--- src/rtl/core/ppsf_pkg.sv ---
`timescale 1ns / 1ps
`default_nettype none
// ---------------------------------------------------------------------------
// Sample FIFO package
// Shared types and constants for the parallel-port sample FIFO core.
// ---------------------------------------------------------------------------
package ppsf_pkg;

  // Width of one sample byte.
  localparam int unsigned SampleW = 8;
  // Width of the status byte on the result.
  localparam int unsigned StatusW = 7;
  // Status value reported while the FIFO is full.
  localparam logic [StatusW-1:0] FullFlag = 7'h40;
  // Bit of the control port that strobes a repeat of the last data byte.
  localparam int unsigned StrobeBit = 2;

  // Operation codes carried in the input tuser.
  typedef enum logic [1:0] {
    OpTick   = 2'd0,
    OpData   = 2'd1,
    OpCtrl   = 2'd2,
    OpStatus = 2'd3
  } op_e;

  // Per-cycle command broadcast to every cell of the chain.
  typedef struct packed {
    logic               push;
    logic               pop;
    logic [SampleW-1:0] push_data;
  } cell_ctrl_t;

endpackage
`default_nettype wire

--- src/rtl/core/ppsf_cell.sv ---
`timescale 1ns / 1ps
`default_nettype none
// ---------------------------------------------------------------------------
// Sample FIFO cell
// One byte slot of the shifting FIFO. On a pop it takes its upper
// neighbor's byte; on a push it captures the byte if it is the first
// empty slot above the filled ones.
// ---------------------------------------------------------------------------
module ppsf_cell (
  input  logic                             clk_i,
  input  logic                             rst_ni,
  input  ppsf_pkg::cell_ctrl_t             ctrl_i,
  input  logic                             upper_valid_i,
  input  logic [ppsf_pkg::SampleW-1:0]     upper_data_i,
  input  logic                             lower_valid_i,
  output logic                             valid_o,
  output logic                             valid_next_o,
  output logic [ppsf_pkg::SampleW-1:0]     data_o
);
  import ppsf_pkg::*;

  logic               valid_q, valid_d;
  logic [SampleW-1:0] data_q, data_d;

  // Shift down on a pop, capture on a push into the first free slot.
  always_comb begin
    valid_d = valid_q;
    data_d  = data_q;
    if (ctrl_i.pop) begin
      valid_d = upper_valid_i;
      data_d  = upper_data_i;
    end else if (ctrl_i.push && !valid_q && lower_valid_i) begin
      valid_d = 1'b1;
      data_d  = ctrl_i.push_data;
    end
  end

  // The occupancy bit is control state; the byte itself needs no reset.
  always_ff @(posedge clk_i or negedge rst_ni) begin
    if (!rst_ni) begin
      valid_q <= 1'b0;
    end else begin
      valid_q <= valid_d;
    end
  end

  always_ff @(posedge clk_i) begin
    data_q <= data_d;
  end

  assign valid_o      = valid_q;
  assign valid_next_o = valid_d;
  assign data_o       = data_q;

endmodule
`default_nettype wire

--- src/rtl/core/ppsf_chain.sv ---
`timescale 1ns / 1ps
`default_nettype none
// ---------------------------------------------------------------------------
// Sample FIFO cell chain
// A row of cells with the oldest byte in cell zero. Pops shift the whole
// row down by one slot; pushes land in the lowest empty cell.
// ---------------------------------------------------------------------------
module ppsf_chain #(
  parameter int unsigned QueueDepth = 16
) (
  input  logic                         clk_i,
  input  logic                         rst_ni,
  input  ppsf_pkg::cell_ctrl_t         ctrl_i,
  output logic                         empty_o,
  output logic                         full_next_o,
  output logic [ppsf_pkg::SampleW-1:0] head_data_o
);
  import ppsf_pkg::*;

  logic [QueueDepth-1:0]   valid;
  logic [QueueDepth-1:0]   valid_next;
  logic [SampleW-1:0]      data [QueueDepth];

  // Instantiate the row, wiring each cell to its neighbors.
  for (genvar i = 0; i < QueueDepth; i++) begin : g_cell
    logic               up_valid;
    logic [SampleW-1:0] up_data;
    logic               low_valid;

    if (i == QueueDepth - 1) begin : g_top
      assign up_valid = 1'b0;
      assign up_data  = '0;
    end else begin : g_mid
      assign up_valid = valid[i+1];
      assign up_data  = data[i+1];
    end

    if (i == 0) begin : g_bottom
      assign low_valid = 1'b1;
    end else begin : g_upper
      assign low_valid = valid[i-1];
    end

    ppsf_cell u_cell (
      .clk_i         (clk_i),
      .rst_ni        (rst_ni),
      .ctrl_i        (ctrl_i),
      .upper_valid_i (up_valid),
      .upper_data_i  (up_data),
      .lower_valid_i (low_valid),
      .valid_o       (valid[i]),
      .valid_next_o  (valid_next[i]),
      .data_o        (data[i])
    );
  end

  // Occupancy flags come straight from the end cells.
  assign empty_o     = !valid[0];
  assign full_next_o = valid_next[QueueDepth-1];
  assign head_data_o = data[0];

endmodule
`default_nettype wire

--- src/rtl/core/parallel_port_sample_fifo_core.sv ---
`timescale 1ns / 1ps
`default_nettype none
// ---------------------------------------------------------------------------
// Parallel-port sample FIFO core
// Sound device front end: a byte FIFO fed by data and control port writes
// and drained by sample ticks.
// ---------------------------------------------------------------------------
// The core takes one item per clock cycle while s_axis_tready is high and
// returns one registered result item for each; the FIFO is a chain of
// QueueDepth byte cells, so a push or a pop acts on them directly. The tuser
// selects the operation: a tick moves the oldest byte into the current
// sample (or zero when the FIFO is empty or the device is disabled), a data
// write pushes its byte, a control write pushes the last data byte again
// on a rising strobe bit, and a status read changes nothing. A byte pushed
// into a full FIFO is dropped. Every result carries the status (0x40 when
// full) and the current sample, as they stand after the item. A two-entry
// output buffer keeps input tready high while one result waits downstream.
// ---------------------------------------------------------------------------
module parallel_port_sample_fifo_core #(
  parameter int unsigned QueueDepth = 16
) (
  input  logic        clk_i,
  input  logic        rst_ni,
  // Configuration: bit 0 is device_enable.
  input  logic        cfg_we_i,
  input  logic        cfg_wdata_i,
  // Input items.
  input  logic        s_axis_tvalid,
  output logic        s_axis_tready,
  input  logic [7:0]  s_axis_tdata,   // [7:0] port_value
  input  logic [1:0]  s_axis_tuser,   // [1:0] operation
  // Result items.
  output logic        m_axis_tvalid,
  input  logic        m_axis_tready,
  output logic [15:0] m_axis_tdata    // [6:0] status_byte, [14:7] current_sample
);
  import ppsf_pkg::*;

  localparam int unsigned ResultW = StatusW + SampleW;

  logic               enable_q;
  logic               prev_strobe_q, prev_strobe_d;
  logic [SampleW-1:0] last_data_q, last_data_d;
  logic [SampleW-1:0] held_q, held_d;

  logic               accept;
  op_e                op;
  logic [SampleW-1:0] port_value;
  logic               strobe;
  cell_ctrl_t         ctrl;
  logic               empty;
  logic               full_next;
  logic [SampleW-1:0] head_data;
  logic [ResultW-1:0] result;

  logic               out_valid_q, skid_valid_q;
  logic [ResultW-1:0] out_data_q, skid_data_q;
  logic               take;

  assign accept     = s_axis_tvalid && s_axis_tready;
  assign op         = op_e'(s_axis_tuser);
  assign port_value = s_axis_tdata;
  assign strobe     = port_value[StrobeBit];

  // Decode the item into a push or pop command for the cell chain.
  always_comb begin
    ctrl          = '{push: 1'b0, pop: 1'b0, push_data: port_value};
    prev_strobe_d = prev_strobe_q;
    last_data_d   = last_data_q;
    held_d        = held_q;
    if (accept) begin
      case (op)
        OpTick: begin
          if (enable_q && !empty) begin
            ctrl.pop = 1'b1;
            held_d   = head_data;
          end else begin
            held_d   = '0;
          end
        end
        OpData: begin
          ctrl.push   = 1'b1;
          last_data_d = port_value;
        end
        OpCtrl: begin
          ctrl.push      = strobe && !prev_strobe_q;
          ctrl.push_data = last_data_q;
          prev_strobe_d  = strobe;
        end
        default: begin
        end
      endcase
    end
  end

  ppsf_chain #(
    .QueueDepth (QueueDepth)
  ) u_chain (
    .clk_i       (clk_i),
    .rst_ni      (rst_ni),
    .ctrl_i      (ctrl),
    .empty_o     (empty),
    .full_next_o (full_next),
    .head_data_o (head_data)
  );

  // Result reflects the state after this item.
  assign result = {held_d, (full_next ? FullFlag : StatusW'(0))};

  // Device state registers.
  always_ff @(posedge clk_i or negedge rst_ni) begin
    if (!rst_ni) begin
      enable_q      <= 1'b0;
      prev_strobe_q <= 1'b0;
      last_data_q   <= '0;
      held_q        <= '0;
    end else begin
      if (cfg_we_i) begin
        enable_q <= cfg_wdata_i;
      end
      prev_strobe_q <= prev_strobe_d;
      last_data_q   <= last_data_d;
      held_q        <= held_d;
    end
  end

  // Output register with one skid entry behind it.
  assign take = out_valid_q && m_axis_tready;

  always_ff @(posedge clk_i or negedge rst_ni) begin
    if (!rst_ni) begin
      out_valid_q  <= 1'b0;
      skid_valid_q <= 1'b0;
    end else begin
      if (take) begin
        if (skid_valid_q) begin
          skid_valid_q <= 1'b0;
        end else begin
          out_valid_q <= accept;
        end
      end else if (accept) begin
        if (out_valid_q) begin
          skid_valid_q <= 1'b1;
        end else begin
          out_valid_q <= 1'b1;
        end
      end
    end
  end

  always_ff @(posedge clk_i) begin
    if (take) begin
      out_data_q <= skid_valid_q ? skid_data_q : result;
    end else if (accept) begin
      if (out_valid_q) begin
        skid_data_q <= result;
      end else begin
        out_data_q <= result;
      end
    end
  end

  assign s_axis_tready = !skid_valid_q;
  assign m_axis_tvalid = out_valid_q;
  assign m_axis_tdata  = {1'b0, out_data_q};

endmodule
`default_nettype wire
--- config.mk ---
export PLATFORM = sky130hd
export DESIGN_NAME = parallel_port_sample_fifo_core
export DESIGN_NICKNAME = d
export VERILOG_FILES = /design/src/rtl/core/ppsf_pkg.sv /design/src/rtl/core/ppsf_cell.sv /design/src/rtl/core/ppsf_chain.sv /design/src/rtl/core/parallel_port_sample_fifo_core.sv
export SDC_FILE = /design/constraint.sdc
export NUM_CORES = 1
export LEC_CHECK = 0
export BUFFER_PORTS_ARGS = -buffer_cell sky130_fd_sc_hd__buf_2
export CAP_MARGIN = 10
export CORE_MARGIN = 1.5
export CORE_UTILIZATION = 35
export CTS_CLUSTER_DIAMETER = 30
export CTS_CLUSTER_SIZE = 20
export DETAILED_ROUTE_END_ITERATION = 10
export HOLD_SLACK_MARGIN = 0.08
export PLACE_DENSITY_LB_ADDON = 0.15
export REMOVE_ABC_BUFFERS = 1
export SLEW_MARGIN = 25
export SYNTH_ARGS = -nofsm -noshare
export SYNTH_HDL_FRONTEND = slang
export SYNTH_SLANG_ARGS = --single-unit
export TNS_END_PERCENT = 100
--- constraint.sdc ---
create_clock -name clk_i -period 3 [get_ports clk_i]
set_input_delay 0.6 -clock clk_i [delete_from_list [all_inputs] [get_ports clk_i]]
set_output_delay 0.6 -clock clk_i [all_outputs]
set_load 0.01 [all_outputs]
Yosys cells after proc, flatten, opt, wreduce, memory -nomap -nowiden
Index checks and enable logic that the tools add are counted.
{ "totals": {"inputBits": 16, "word_cells": 203, "regBits": 194, "out_inout_bits": 18} }
{ "classes": {"reduce_logical": 77, "muxes": 81, "bitwise": 1, "eq_ne": 4} }
{ "ops": {"columns": ["cell", "n"], "rows": [
  ["$mux W8", 34],
  ["$mux W15", 4],
  ["$mux W1", 40],
  ["$logic_and A1 B1 Y1", 35],
  ["$reduce_bool A2 Y1", 17],
  ["$logic_not A1 Y1", 18],
  ["$mux W10", 1],
  ["$reduce_and A2 Y1", 5],
  ["$mux W7", 1],
  ["$reduce_and A3 Y1", 1],
  ["$eq A2 B1 Y1 const B", 1],
  ["$eq A2 B2 Y1 const B", 1],
  ["$logic_not A2 Y1", 1],
  ["$ne A2 B1 Y1 const B", 1],
  ["$ne A2 B2 Y1 const B", 1],
  ["$pmux W1 S2", 1],
  ["$not A1 Y1", 1]
]} }

Logic depth before layout (Yosys ltp)
Gate-level depths: netlist of the first run.
{ "logic_depth": {"depth_word": 12, "ltp_mapped": 8, "ltp_nobuf": 6} }

By module
From an unflattened synthesis of the first run, not the netlist that was laid out.
{ "hier_totals": {"cells_unflattened": 506, "area_unflattened_um2": 8408.1} }
{ "modules_own_cells": {"columns": ["module", "cells_each", "instances", "area_per_inst_um2"], "rows": [
  ["ppsf_cell", 23, 16, 419.2],
  ["parallel_port_sample_fifo_core", 135, 1, 1690.4],
  ["ppsf_chain", 3, 1, 11.3]
]} }

Least setup slack after synthesis of the first run
Ideal clock, no wire load.
{ "synth_path": {"kind": "input -> register", "start": "in s_axis_tuser[0]", "end": "reg u_chain.g_cell[1].u_cell.data_q[0] (enable)", "path_slack_ps": 548, "arrival_ps": 2068, "t_required_ps": 2616, "cell_stages": 7, "cell_sequence": "inv_1 ha_1 and3b_1 o211a_1 buf_4 nand2_1 o21ai_0"} }
{ "synth_via": {"elab_chain_len": 6} }
{ "synth_lines": {"columns": ["element", "line_no", "rtl"], "rows": [
  ["from (decl)", "parallel_port_sample_fifo_core.sv:31", "input logic [1:0] s_axis_tuser,"],
  ["$eq A2 B2 Y1 or $eq A2 B1 Y1 (tied branches)", "parallel_port_sample_fifo_core.sv:72", "case (op)"],
  ["$pmux W1 S2", "parallel_port_sample_fifo_core.sv:72", null],
  ["$mux W10 *", "parallel_port_sample_fifo_core.sv:71", "if (accept) begin"],
  ["$logic_and A1 B1 Y1 (2 in a row)", "ppsf_cell.sv:32", "end else if (ctrl_i.push && !valid_q && lower_valid_i) begin"],
  ["$reduce_bool A2 Y1 (no source line) *", null, null],
  ["to (signal assigned)", "ppsf_cell.sv:48", "data_q <= data_d;"],
  ["to (decl)", "ppsf_cell.sv:23", "logic [SampleW-1:0] data_q, data_d;"]
]} }
Mark *: on every way between the ends. The rest lies on a longest branch, timed or not.
A chain may end at the register's enable or synchronous reset.

Worst setup path after layout of the first run
{ "layout_path": {"start": "reg skid_valid_q", "end": "reg u_chain.g_cell[9].u_cell.data_q[7] (enable)"} }
{ "layout_via": {"elab_chain_len": 6} }
{ "layout_lines": {"columns": ["element", "line_no", "rtl"], "rows": [
  ["from (decl)", "parallel_port_sample_fifo_core.sv:56", "logic out_valid_q, skid_valid_q;"],
  ["from (signal assigned)", "parallel_port_sample_fifo_core.sv:133", "skid_valid_q <= 1'b0;"],
  ["from (signal assigned)", "parallel_port_sample_fifo_core.sv:137", "skid_valid_q <= 1'b0;"],
  ["from (signal assigned)", "parallel_port_sample_fifo_core.sv:143", "skid_valid_q <= 1'b1;"],
  ["$logic_not A1 Y1 *", "parallel_port_sample_fifo_core.sv:163", "assign s_axis_tready = !skid_valid_q;"],
  ["$logic_and A1 B1 Y1 *", "parallel_port_sample_fifo_core.sv:60", "assign accept = s_axis_tvalid && s_axis_tready;"],
  ["$mux W10 *", "parallel_port_sample_fifo_core.sv:71", null],
  ["$logic_and A1 B1 Y1 (2 in a row)", "ppsf_cell.sv:32", null],
  ["$reduce_bool A2 Y1 (no source line) *", null, null],
  ["to (signal assigned)", "ppsf_cell.sv:48", null],
  ["to (decl)", "ppsf_cell.sv:23", null]
]} }
Marked as above.

==> run metrics, run 1 <==
RSZ-0062 raised after global routing=no; Synth Area in Compound Gates=16.48%; Flop pwr share=50.6%; Synth Area in Adders=0.5020%; cell family with most CP delay=compound AO/OA/AOI/OAI gates; Hold Crit Class=input pin to async pin; Iter 0 DRT Violations=307; critical path data arrival time=2.24 ns; Clk pwr share=33.1%; hpwl dp=8.756 mm; Ys Warns=0; crit share post-route=70.18%; grt ovf=0; GRT Total Usage=13.54%; PwrDens=818.2 nW/um^2; I/O Pins=34; DRC Markers=0; predominant post-synthesis flop cell=edfxtp_1; gpl congestion=0.7000; Clock transition at path regs=0.07 ns; Final Hold Vio Count=0; Max transition margin=40.28%; CP max FO=16; Tightest Pin Transition=0.8957 ns; root buffer cell=clkbuf_16; DR WL/cell=17.09 um; clock latency on the worst-skew pair=0.43 ns; xor-xnor portion of the synthesized cell area=0%; post-synthesis sequential area ratio=69.61%; Power Internal=5.153 mW; largest net degree at the start of global routing=57; Worst Skew=0.01158 ns; multiplexer share of the synthesized area=3.983%; post-synthesis cell type count=36; Async SR Flop Fraction=19.78%; Synth Cell Area=7477 um^2; CTS Buffer Depth=2; share of the synthesized area in the top cell type=55.42%; post-route minimum period=2.106 ns; Layout Nets=562; CP Buf/Inv Count=1; setup TNS=0 ns; largest cells by area after synthesis=edfxtp_1, a21o_1, dfrtp_1, mux2_2, dfxtp_1; Die Y=149.2 um; leak pwr=3.650 nW; antenna viol nets, final=0; Initial Utilization=35.57%; Layout area overhead=13.70%; number of synthesized flops with an enable pin=138; antenna violations before repair=0; simple-gate share of the synthesized area=5.020%; Design Area, Final=8502 um^2; combinational power share=16.2%; first-pass GRT wire length=22.99 mm; die width=149.2 um; antenna cell count=0; largest family of logic cells by synthesized area=compound AO/OA/AOI/OAI gates; Max Freq=474.9 MHz; Post-CTS Setup Inserts=0; crit path capture type=flip-flop; post-CTS sizing=0; share of layout cells above drive strength 1=20.86%; Setup CP Type=flip-flop to flip-flop; Synth area leader=edfxtp_1; Avg Cell Area, Syn=14.81 um^2; NetSw=1.803 mW; Port-buffer cells=26; status=finished, final reports clean; Fin Hold WS=0.2932 ns; via count=4083; # clock sinks=182; hold buffers post-CTS=0; CP required=3.14 ns; final setup vio count=0; core area=21020 um^2; TritonCTS Buffers=17; vias per std cell=4.913; total power=6.956 mW; Critical-path top delay cell=o211a_1; CTS tree=built; dpl cell area=7891 um^2; Synth Register Bits=182; startpoint types=flip-flop; slowest stage delay, CP=0.55 ns; fin. max-slew vios=0; row count=53; crit-path cells=and2b_1 -> o211a_1 -> nand2_1 -> o21ai_0 -> buf_4; Worst VDD drop=0.3945 mV; vias in the first global route=4377; H-Tree Depth=4; DRT Pass-1 Iters=4; Mapped Cells=505; Die ar.=22250 um^2; final wirelength=14.20 mm; Switching Fraction=25.92%; maxcap violations=0
==> layout by cell type, fill, tap and decap left out, types with 2 or more instances in the layout <==
cell / n
nand2_1: 19
nor2_1: 38
clkbuf_16: 17
nor2_2: 4
nor2_4: 4
clkinv_2: 3
buf_2: 26
mux2i_1: 4
edfxtp_1: 138
a21o_1: 120
a21oi_1: 16
buf_4: 24
inv_1: 6
conb_1: 7
o21ai_0: 17
a22o_1: 8
dfxtp_1: 8
ha_1: 3
mux2_2: 18
buf_12: 2
mux2i_2: 4
dfrtp_1: 36
bufinv_16: 3
inv_6: 4
a211oi_1: 8
==> path summary, 6_finish.rpt <==
path                                                 endpoint  cells after the start  slack, ns     startpoint
hold / removal                                      held_q[6]                      1       0.29         rst_ni
setup reg to reg           u_chain.g_cell[9].u_cell.data_o[7]                      5       0.89   skid_valid_q
max in group asynchronous    u_chain.g_cell[7].u_cell.valid_o                      1       2.14         rst_ni
setup / recovery           u_chain.g_cell[9].u_cell.data_o[7]                      5       0.89   skid_valid_q
min in group clk_i                               skid_valid_q                      2       0.39  m_axis_tready
hold reg to reg                                 prev_strobe_q                      1       0.50  prev_strobe_q
==> stage by stage <==
stage	util, %	std cells	setup slack (ns)
global route	40.44	831	0.6648
detailed placement	37.54	799	0.4845
floorplan	-	472	0.1584
CTS	40.44	831	0.8651
global placement	37.54	799	0.5243
finish	40.44	831	0.8945
==> layer usage <==
metal	vias to the layer above	GRT usage [%]	part of all wire [%]	wire (um)
met4	0	4.802	1.0	147
met2	68	22.89	50	7126
met3	10	2.997	4.7	663
li1	1929	-	-	-
met5	-	0	0	0
met1	2076	17.07	44	6265
==> kinds of logic after synthesis <==
group / Yosys count
buffers and inverters: 45
muxes: 26
and+or+nand+nor: 75
other: 1
AOI/OAI and AO/OA: 173
adders and majority gates: 3
DFF: 182
==> state kept, by name, indices dropped and copies added (netlist names) <==
name and flops:
enable_q 1, held_q 8, last_data_q 8, m_axis_tvalid 1, out_data_q 9, prev_strobe_q 1
skid_data_q 9, skid_valid_q 1, u_chain.g_cell.u_cell.data_o 128, u_chain.g_cell.u_cell.valid_o 16
==> synthesized netlist by cell type (5+ instances only) <==
| library cell | number |
|---|---|
| buf_4 | 18 |
| buf_2 | 5 |
| nand2_1 | 19 |
| o21ai_0 | 17 |
| buf_6 | 11 |
| a21oi_1 | 16 |
| dfrtp_1 | 36 |
| clkbuf_1 | 5 |
| a211oi_1 | 8 |
| a21o_1 | 120 |
| dfxtp_1 | 8 |
| a22o_1 | 8 |
| nor2_1 | 38 |
| mux2_2 | 18 |
| inv_1 | 6 |
| edfxtp_1 | 138 |
==> layout make-up <==
| type | instances | area, um^2 |
|---|---|---|
| clock buffer | 19 | 442.9 |
| clock inverter | 13 | 167.7 |
| fill | 1938 | 12520 |
| inverter | 6 | 22.52 |
| multi-input combinational | 284 | 1969 |
| sequential | 182 | 5205 |
| tap | 275 | 344.1 |
| timing repair buffer | 52 | 350.3 |
==> power groups by stage <==
stage / sequential [mW] / clock [mW] / combinational [mW]
floorplan: 3.55 / 0 / 0.757
global placement: 3.57 / 0 / 1.13
detailed placement: 3.57 / 0 / 1.16
CTS: 3.52 / 2.37 / 1.16
global route: 3.58 / 2.46 / 1.27
finish: 3.52 / 2.31 / 1.13
==> worst reg2reg max path: cells and delay by family, from the launching register on <==
| family | cells | cell delay [ns] |
|---|---|---|
| buf+inv | 1 | 0.20 |
| compound gates | 2 | 0.74 |
| simple gates | 2 | 0.45 |
| flops | 1 | 0.43 |
Note: power is estimated with default switching activity, not from simulation.
==> run 2: changes to the inputs <==
==> constraint.sdc (replaced) <==
create_clock -name clk_i -period 2 [get_ports clk_i]
set_input_delay 0.4 -clock clk_i [delete_from_list [all_inputs] [get_ports clk_i]]
set_output_delay 0.4 -clock clk_i [all_outputs]
set_load 0.01 [all_outputs]
==> run 2 against run 1 <==
Net effect: combinational power grew 65%; worst setup slack lost 0.70 ns; final area grew 3.0%; via count grew 2.6%; power grew 47%; sequential share of layout area shrank 1.8 points; largest cell class unchanged; count of clock-buffer cells in the layout is the same.
==> run metrics, run 2 (synthesis gave the netlist of run 1 again) <==
status=finished, final reports clean; core area=21020 um^2 (unchanged); Max transition margin=63.65% (+23 points); DRT Pass-1 Iters=4 (unchanged); clock latency on the worst-skew pair=0.42 ns (about the same); leak pwr=3.778 nW (+3.5%); DRC Markers=0 (unchanged); via count=4191 (+2.6%); setup TNS=0 ns (unchanged); TritonCTS Buffers=17 (unchanged); Hold Crit Class=input pin to flip-flop; grt ovf=0 (unchanged); Layout area overhead=17.07%; row count=53 (unchanged); die width=149.2 um (unchanged); Layout Utilization=41.64% (+1.2 points); Die ar.=22250 um^2 (unchanged); commonest non-fill, non-tap cell in the layout=edfxtp_1; CP max FO=16 (unchanged); H-Tree Depth=4 (unchanged); startpoint types=flip-flop; fin. max-slew vios=0 (unchanged); vias in the first global route=4545 (+3.8%); Max Freq=554.9 MHz (+17%); Post-CTS Setup Inserts=0 (unchanged); # clock sinks=182 (unchanged); Design Area, Final=8753 um^2 (+3.0%); post-CTS sizing=0 (unchanged); I/O Pins=34 (unchanged); root buffer cell=clkbuf_16; maxcap violations=0 (unchanged); GRT Total Usage=13.72% (+0.18 points); max reg flops=128 (unchanged); first-pass GRT wire length=23.47 mm (+2.1%); Setup CP Type=flip-flop to flip-flop; Layout Nets=593 (+5.5%); Die Y=149.2 um (unchanged); largest net degree at the start of global routing=57 (unchanged); Final Hold Vio Count=0 (unchanged); final setup vio count=0 (unchanged); PwrDens=1166 nW/um^2 (+43%); antenna cell count=0 (unchanged); gpl congestion=0.6844 (-2.2%); DR WL/cell=16.31 um (-4.6%); crit share post-route=90.10% (+20 points); hpwl dp=8.919 mm (+1.9%); Worst VDD drop=0.6364 mV (+61%); antenna violations before repair=0 (unchanged); dpl cell area=8217 um^2 (+4.1%); total power=10.21 mW (+47%); Port-buffer cells=26 (unchanged); Worst Skew=0.01361 ns (+0.002025 ns); antenna viol nets, final=0 (unchanged); final wirelength=14.06 mm (-1.0%); Iter 0 DRT Violations=269 (-12%); share of layout cells above drive strength 1=24.36% (+3.5 points); crit path capture type=flip-flop; CTS Buffer Depth=2 (unchanged); Tightest Pin Transition=0.5437 ns (-0.3520 ns); Fin Hold WS=0.2106 ns (-0.08260 ns); most frequent cells in the layout=edfxtp_1, a21o_1, buf_4; vias per std cell=4.862 (-1.0%); CP required=2.13 ns (-1.01 ns); critical path data arrival time=1.93 ns (-0.31 ns); Final WS setup=0.1979 ns (-0.6966 ns); Initial Utilization=35.57% (unchanged); RSZ-0062 raised after global routing=no; fin cells=862 (+3.7%); post-route minimum period=1.802 ns (-0.3034 ns); Clock transition at path regs=0.07 ns (about the same); DP Worst Slack=-0.03827 ns (-0.5228 ns); placed cell count=829 (+3.8%); CTS tree=built
run 2: cell type report:
cell class / instances / area (um^2)
Clock buffer: 19 / 432.9
Clock inverter: 13 / 93.84
Fill cell: 1932 / 12270
Inverter: 6 / 22.52
Multi-Input combinational cell: 284 / 1969
Sequential cell: 182 / 5205
Tap cell: 275 / 344.1
Timing Repair Buffer: 83 / 685.7
run 2: layer usage:
layer | vias up | GRT usage (%) | part of all wire (%)
met4 | 0 | 4.208 | 0.66
met3 | 5 | 3.364 | 2.7
met1 | 2143 | 17.38 | 46
met5 | - | 0 | 0
met2 | 54 | 23.15 | 51
li1 | 1989 | - | -
run 2: critical path: stages, from the launching register on:
cell	delay, ns
dfrtp_1	0.44
and2b_1	0.24
o211a_1	0.19
buf_12	0.15
nand2_1	0.07
o21ai_0	0.20
buf_4	0.22
run 2: repair_timing:
item	in CTS	in global routing
endpoints found under the setup margin	0	0
hold buffers	1	0
endpoints found under the hold margin	36	0
run 2: final timing paths:
| path | start | end | slack [ns] | cells after the start |
|---|---|---|---|---|
| setup / recovery | skid_valid_q | u_chain.g_cell[14].u_cell.data_o[1] | 0.20 | 6 |
| hold / removal | cfg_wdata_i | enable_q | 0.21 | 2 |
| setup reg to reg | skid_valid_q | u_chain.g_cell[14].u_cell.data_o[1] | 0.20 | 6 |
| hold reg to reg | u_chain.g_cell[15].u_cell.data_o[2] | u_chain.g_cell[15].u_cell.data_o[2] | 0.50 | 2 |
| max in group asynchronous | rst_ni | u_chain.g_cell[12].u_cell.valid_o | 1.08 | 3 |
| min in group asynchronous | rst_ni | held_q[3] | 0.55 | 3 |
run 2: power by group:
part	internal, mW	switching (mW)	total (mW)
Sequential	4.92	0.366	5.29
Clock	1.60	1.45	3.05
Combinational	0.948	0.926	1.87
Total	7.47	2.74	10.2
